==> src/rtl/pol_pkg.sv <==
// Shared constants, command and status codes, and cell control types for the ordered list.
`default_nettype none
package pol_pkg;

    localparam int CAPACITY = 64;
    localparam int IDX_W    = $clog2(CAPACITY);
    localparam int CNT_W    = $clog2(CAPACITY + 1);
    localparam int CMD_W    = 3;
    localparam int VAL_W    = 32;
    localparam int POS_W    = 7;
    localparam int ST_W     = 2;
    localparam int CMP_W    = ((CNT_W > POS_W) ? CNT_W : POS_W) + 1;
    localparam int IN_W     = CMD_W + VAL_W + POS_W;
    localparam int IN_BYTES_W  = ((IN_W + 7) / 8) * 8;
    localparam int OUT_W    = ST_W + CNT_W + VAL_W;
    localparam int OUT_BYTES_W = ((OUT_W + 7) / 8) * 8;

    typedef enum logic [CMD_W-1:0] {
        CMD_INS_HEAD = 3'd0,
        CMD_INS_TAIL = 3'd1,
        CMD_INS_POS  = 3'd2,
        CMD_DEL_POS  = 3'd3,
        CMD_READ     = 3'd4
    } t_cmd;

    typedef enum logic [ST_W-1:0] {
        ST_OK    = 2'd0,
        ST_FULL  = 2'd1,
        ST_EMPTY = 2'd2,
        ST_RANGE = 2'd3
    } t_status;

    typedef enum logic [1:0] {
        CELL_HOLD   = 2'd0,
        CELL_INSERT = 2'd1,
        CELL_DELETE = 2'd2
    } t_cell_op;

    typedef struct packed {
        t_cell_op         op;
        logic [IDX_W-1:0] idx;
        logic [VAL_W-1:0] ins_val;
        logic             tap_en;
    } t_cell_ctl;

endpackage
`default_nettype wire

==> src/rtl/pol_cell.sv <==
// One list cell: holds one entry, shifts with its neighbours and taps its entry when selected.
`default_nettype none
module pol_cell (
    input  wire logic                    i_clk,
    input  wire logic [pol_pkg::IDX_W-1:0] i_index,
    input  wire pol_pkg::t_cell_ctl      i_ctl,
    input  wire logic [pol_pkg::VAL_W-1:0] i_left,
    input  wire logic [pol_pkg::VAL_W-1:0] i_right,
    output logic [pol_pkg::VAL_W-1:0]    o_val,
    output logic [pol_pkg::VAL_W-1:0]    o_tap
);

    logic [pol_pkg::VAL_W-1:0] r_val;
    logic [pol_pkg::VAL_W-1:0] n_val;
    logic [pol_pkg::VAL_W-1:0] r_tap;
    logic [pol_pkg::VAL_W-1:0] n_tap;

    always_comb begin
        n_val = r_val;
        case (i_ctl.op)
            pol_pkg::CELL_INSERT: begin
                if (i_index == i_ctl.idx) begin
                    n_val = i_ctl.ins_val;
                end else if (i_index > i_ctl.idx) begin
                    n_val = i_left;
                end
            end
            pol_pkg::CELL_DELETE: begin
                if (i_index >= i_ctl.idx) begin
                    n_val = i_right;
                end
            end
            default: begin
                n_val = r_val;
            end
        endcase
        n_tap = (i_ctl.tap_en && (i_index == i_ctl.idx)) ? r_val : '0;
    end

    always_ff @(posedge i_clk) begin
        r_val <= n_val;
        r_tap <= n_tap;
    end

    assign o_val = r_val;
    assign o_tap = r_tap;

endmodule
`default_nettype wire

==> config.mk <==
export PLATFORM = sky130hd
export DESIGN_NAME = pol_cell
export DESIGN_NICKNAME = d
export VERILOG_FILES = /design/src/rtl/pol_pkg.sv /design/src/rtl/pol_cell.sv
export SDC_FILE = /design/constraint.sdc
export NUM_CORES = 1
export LEC_CHECK = 0
export CAP_MARGIN = 40
export CORE_MARGIN = 3
export CORE_UTILIZATION = 56
export CTS_CLUSTER_SIZE = 25
export DETAILED_ROUTE_END_ITERATION = 10
export DONT_BUFFER_PORTS = 1
export PLACE_DENSITY = 0.73
export SYNTH_ARGS = -nofsm -noshare
export SYNTH_HDL_FRONTEND = slang
export SYNTH_SLANG_ARGS = --single-unit
==> constraint.sdc <==
create_clock -name i_clk -period 10.3 [get_ports i_clk]
set_clock_uncertainty 0.05 [all_clocks]
set_input_delay 2.06 -clock i_clk [delete_from_list [all_inputs] [get_ports i_clk]]
set_output_delay 2.06 -clock i_clk [all_outputs]
set_load 0.05 [all_outputs]
==> results of run 1 <==
cell families (layout without fill, tap and decap cells):
kind of cell,count (synthesis),count (layout),synth area share
simple gates,104,104,0.2008
compound gates,68,68,0.1340
xor+xnor,1,1,0.003036
flops,64,64,0.5551
fa+ha+maj,6,6,0.02602
buf+inv,37,27,0.08109
state kept, by name (all words and copies together), names as in the netlist:
| name | cells |
|---|---|
| o_val | 32 |
| o_tap | 32 |
cells in the final DEF (no fill, tap or decap), types with 2 or more instances in the layout:
cell / n
edfxtp_1: 32
clkinv_2: 3
and3_1: 32
buf_16: 4
dfxtp_1: 32
clkbuf_1: 2
ha_1: 6
inv_1: 6
a31oi_1: 32
clkbuf_8: 10
o21ai_0: 25
o21ai_1: 8
nor2_1: 32
nand3_1: 2
nand4_1: 32
critical path, cell delays in order:
cell	delay [ns]
inv_1	0.02
ha_1	0.35
and4_4	0.48
o21ai_0	0.27
a41oi_4	0.64
buf_16	0.24
worst paths after layout:
path,from,endpoint
hold / removal,o_val[2],o_tap[2]
setup / recovery,i_ctl[38],o_val[5]
setup reg to reg,o_val[10],o_tap[10]
hold reg to reg,o_val[2],o_tap[2]
power breakdown:
| part | internal [W] | switching (W) |
|---|---|---|
| clock network | 0.000108 | 0.0000891 |
| logic | 0.0000208 | 0.0000366 |
| registers | 0.000292 | 0.0000759 |
per-stage QoR:
stage	util	worst slack (ns)	hold slack [ns]
floorplan	-	5.153	0.8123
global placement	0.5732	5.395	0.8251
detailed placement	0.5990	5.883	0.8314
CTS	0.6372	6.224	0.8485
global route	0.6372	6.139	0.8664
finish	0.6372	6.206	0.8457
area by class of cell:
| type | count | area [um^2] | area share |
|---|---|---|---|
| inverter | 6 | 22.52 | 0.007290 |
| multi-input combinational | 179 | 1071 | 0.3467 |
| tap | 67 | 83.83 | 0.02714 |
| sequential | 64 | 1602 | 0.5184 |
| timing repair buffer | 5 | 125.1 | 0.04050 |
| clock buffer | 13 | 170.2 | 0.05508 |
| clock inverter | 3 | 15.01 | 0.004860 |
layer usage:
| metal | wire (um) | part of all wire | GRT usage |
|---|---|---|---|
| met1 | 2615 | 0.36 | 0.2760 |
| met2 | 3743 | 0.51 | 0.4152 |
| met5 | 0 | 0 | 0 |
| met4 | 75 | 0.010 | 0.09075 |
| met3 | 862 | 0.12 | 0.07773 |
==> results.json, run 1 <==
{
  "status": "completed",
  "crit_type": "in2reg",
  "yosysWarnings": 0,
  "cp-start-kind": "primary input",
  "reg2reg_slack_ns": 9.23,
  "grt_max_degree": 35,
  "drt_iter0_markers": 167,
  "fin_nets": 383,
  "dp.cells": 321,
  "hold_path_depth": 1,
  "synth_area_mm2": 0.002885,
  "drc_errors": 0,
  "fp.dieH_um": 77.78,
  "avgViaCountPerCell": 6.466,
  "cts_root_buf": "clkbuf_8",
  "clock_sinks": 64,
  "drt-pass1-iter-count": 4,
  "grt-ovfl-total": 0,
  "powerDensity_mw_per_mm2": 201.3,
  "setup_viol": 0,
  "htreeDepth": 3,
  "finalCritPeriodShare": 0.3975,
  "cts-hold-fix-buffers": 0,
  "r2r_cells": 1,
  "vias": 2179,
  "dieArea_mm2": 0.006050,
  "pin_count": 176,
  "synth_area_leaders": "edfxtp_1 (33%), dfxtp_1 (22%), a31oi_1 (6.9%)",
  "wl_per_cell_um": 21.65,
  "ir_drop_mv": 0.09394,
  "maxCapViolations": 0,
  "leakage_nw": 1.177,
  "syn-mean-instance-area_um2": 10.30,
  "tightest_slew_ns": 0.7956,
  "nFillCells": 396,
  "async_flop_share": 0,
  "cts_setup_buffers": 0,
  "clk_latency_ns": 0.32,
  "start_util": 0.5951,
  "worstHoldPathType": "reg2reg",
  "rsz0062_at_grt": "no",
  "antenna_cells": 0,
  "crit_required_ns": 10.28,
  "drtAntennaViolNets": 0,
  "report.final.slew_viol_count": 0,
  "synth_cell_types": 26,
  "track_usage": 0.2405,
  "ys_seq_elements": 64,
  "ys.flop_type": "edfxtp_1",
  "finalPower_w": 0.0006220,
  "numCtsBuffers": 9,
  "clk_pin_slew_worst_paths_ns": 0.06,
  "yosysTopAreaCell": "edfxtp_1",
  "synthesis.nets": 398,
  "fp-row-count": 25,
  "die_w_um": 77.78,
  "cts_max_path_buffers": 2,
  "tns_ns": 0,
  "antenna_found_initial": 0,
  "placedInstanceArea_mm2": 0.002904,
  "coreArea_mm2": 0.004848,
  "grt_pass1_vias": 2119,
  "crit_fanout": 34,
  "grt_pass1_wl_um": 11200,
  "slew_headroom": 0.4684,
  "area_growth_syn_to_layout_pct": 7.068,
  "io_buffers": 0,
  "cp.arrival_ns": 4.07,
  "finalCriticalPeriod_ns": 4.094,
  "drive_above_1_share": 0.09259,
  "fmax_mhz": 244.3,
  "stdcell_area_mm2": 0.003089,
  "endpoint_kind": "flop",
  "synth_edf_count": 32,
  "fin_cells": 337,
  "dpl.hpwl_um": 5532,
  "place.gp.congestion": 0.8493,
  "post_cts_resized": 0,
  "synth_cells": 280,
  "yosysSeqAreaShare": 0.5551,
  "finalHoldViolCount": 0,
  "cts_tree": "done",
  "synth_top_area_frac": 0.3330,
  "totalWireLength_um": 7297
}
Power figures use the tool's default switching activity.
==> inputs of run 2 (changes only) <==
--- a/config.mk
+++ b/config.mk
@@ -5,13 +5,14 @@
 export SDC_FILE = /design/constraint.sdc
 export NUM_CORES = 1
 export LEC_CHECK = 0
+export ABC_AREA = 1
 export CAP_MARGIN = 40
 export CORE_MARGIN = 3
 export CORE_UTILIZATION = 56
 export CTS_CLUSTER_SIZE = 25
 export DETAILED_ROUTE_END_ITERATION = 10
 export DONT_BUFFER_PORTS = 1
-export PLACE_DENSITY = 0.73
+export PLACE_DENSITY = 0.76
 export SYNTH_ARGS = -nofsm -noshare
 export SYNTH_HDL_FRONTEND = slang
 export SYNTH_SLANG_ARGS = --single-unit
==> constraint.sdc (replaced) <==
create_clock -name i_clk -period 3.4 [get_ports i_clk]
set_clock_uncertainty 0.05 [all_clocks]
set_input_delay 0.68 -clock i_clk [delete_from_list [all_inputs] [get_ports i_clk]]
set_output_delay 0.68 -clock i_clk [all_outputs]
set_load 0.05 [all_outputs]
==> results.json, run 2 <==
{
  "internal-power_w": 0.001211,
  "syn-mean-instance-area_um2": 8.214,
  "finalHoldViolCount": 0,
  "clk_latency_ns": 0.33,
  "dieArea_mm2": 0.006490,
  "wl_per_cell_um": 15.69,
  "mostFrequentLayoutCell": "nand2_1",
  "grt_pass1_wl_um": 10370,
  "drt-pass1-iter-count": 4,
  "ys.flop_type": "edfxtp_1",
  "status": "completed",
  "yosysSeqAreaShare": 0.5145,
  "drive_above_1_share": 0.07068,
  "tightest_slew_ns": 0.6527,
  "fp-row-count": 26,
  "drt_iter0_markers": 103,
  "ir_drop_mv": 0.2419,
  "fmax_mhz": 455.5,
  "use_met1": 0.2534,
  "rsz0062_at_grt": "no",
  "finalCriticalPeriod_ns": 2.195,
  "final_util": 0.6283,
  "grt_pass1_vias": 2220,
  "yosysWarnings": 0,
  "ys_seq_elements": 64,
  "synthTopCellsByCount": "nand2_1 (106), inv_1 (78), nand3_1 (33)",
  "start_util": 0.5944,
  "fin_nets": 495,
  "endpoint_kind": "flop",
  "cts_max_path_buffers": 2,
  "grt-ovfl-total": 0,
  "powerDensity_mw_per_mm2": 541.6,
  "power_frac_comb": 0.094,
  "cp-start-kind": "primary input",
  "cts_root_buf": "clkbuf_8",
  "numCtsBuffers": 9,
  "cts_setup_buffers": 0,
  "synth_edf_count": 32,
  "tns_ns": 0,
  "maxCapViolations": 0,
  "grt_max_degree": 35,
  "drc_errors": 0,
  "setup_viol": 0,
  "dpl.hpwl_um": 5222,
  "clock_sinks": 64,
  "met3_usage": 0.06726,
  "use_met2": 0.3526,
  "worstHoldPathType": "in2reg",
  "antenna_found_initial": 0,
  "synth_most_common_cell": "nand2_1",
  "totalWireLength_um": 7090,
  "crit_required_ns": 3.35,
  "finalCritPeriodShare": 0.6456,
  "fp.dieH_um": 80.56,
  "die_w_um": 80.56,
  "coreArea_mm2": 0.005238,
  "synth_area_mm2": 0.003113,
  "slew_headroom": 0.5633,
  "cp.arrival_ns": 2.15,
  "synth_cell_types": 19,
  "synth_top_area_frac": 0.3087,
  "drtAntennaViolNets": 0,
  "report.final.slew_viol_count": 0,
  "htreeDepth": 3,
  "busiest_layer": "met2",
  "seqPwrFrac": 0.599,
  "place.gp.congestion": 0.8403,
  "vias": 2386,
  "synthesis.nets": 497,
  "synth_cells": 379,
  "switching_share": 0.3203,
  "p_sw_w": 0.0005708,
  "io_buffers": 0,
  "yosysTopAreaCell": "edfxtp_1",
  "async_flop_share": 0,
  "clk_pin_slew_worst_paths_ns": 0.07,
  "leakage_nw": 1.714,
  "synth_area_leaders": "edfxtp_1 (31%), dfxtp_1 (21%), nand2_1 (13%)",
  "cts-hold-fix-buffers": 0,
  "area_growth_syn_to_layout_pct": 5.708,
  "antenna_cells": 0,
  "crit_type": "in2reg",
  "crit_fanout": 34,
  "final_cell_mix": "nand2_1 (106), inv_1 (78), nand3_1 (33)",
  "avgViaCountPerCell": 5.279,
  "cts_tree": "done",
  "track_usage": 0.2151,
  "pwr-share-clk": 0.307,
  "pin_count": 176,
  "post_cts_resized": 0
}
## run 2: area by class of cell
cell class,instances,area (um^2)
clock buffers,12,145.1
clock inverters,4,22.52
fillers,452,1947
inverters,78,292.8
multi-input cells,219,1084
flip-flops and latches,64,1602
well taps,70,87.58
repair buffers,5,57.56
## run 2: per-stage QoR
stage	cell area, um^2	power [W]	setup WS (ns)	cells	hold WS (ns)
6_report	3291	0.001782	1.205	452	0.4847
5_1_grt	3291	0.001856	1.084	452	0.4758
4_1_cts	3291	0.001796	1.200	452	0.4700
3_5_place_dp	3123	0.001252	0.8468	436	0.7587
3_3_place_gp	3095	0.001242	0.9332	435	0.7524
2_1_floorplan	3113	0.001208	0.8923	379	0.7401
## run 2: logic make-up (layout without fill, tap and decap cells)
kind of cell | count (synthesis) | after routing | synth area share
AND/OR/NAND/NOR | 211 | 211 | 0.3199
buffers and inverters | 96 | 99 | 0.1375
flip-flops | 64 | 64 | 0.5145
adder cells (fa/ha/maj) | 6 | 6 | 0.02412
AO/OA/AOI/OAI | 2 | 2 | 0.004019
## run 2: power by group through the flow
stage	Sequential [W]	Clock, W	Combinational [W]
final	0.00107	0.000547	0.000167
after floorplan	0.00107	0	0.000136
after global placement	0.00108	0	0.000158
after detailed placement	0.00108	0	0.000168
after global routing	0.00107	0.000592	0.000192
after CTS	0.00107	0.000559	0.000168
## run 2: worst paths after layout
kind                                   from         to  slack (ns)  depth (start not counted)
worst max-delay path              i_ctl[36]  o_val[11]        1.20                          9
worst min-delay path            i_right[12]  o_val[12]        0.48                          2
worst max register to register     o_val[8]   o_tap[8]        2.37                          2
worst min register to register     o_val[1]   o_tap[1]        0.77                          2
## run 2: per-layer routing
metal | vias to the layer above | wire length [um]
met1 | 1083 | 2670
met5 | - | 0
met4 | 0 | 140
met3 | 15 | 758
met2 | 141 | 3520
li1 | 1147 | -
## run 2: worst max-delay path: stages
cell and delay (ns):
inv_1 0.02, ha_1 0.29, nand2_2 0.12, nor2_8 0.43, nand2_1 0.11, nand3_1 0.10, nand2_1 0.05, inv_1 0.07
buf_4 0.27
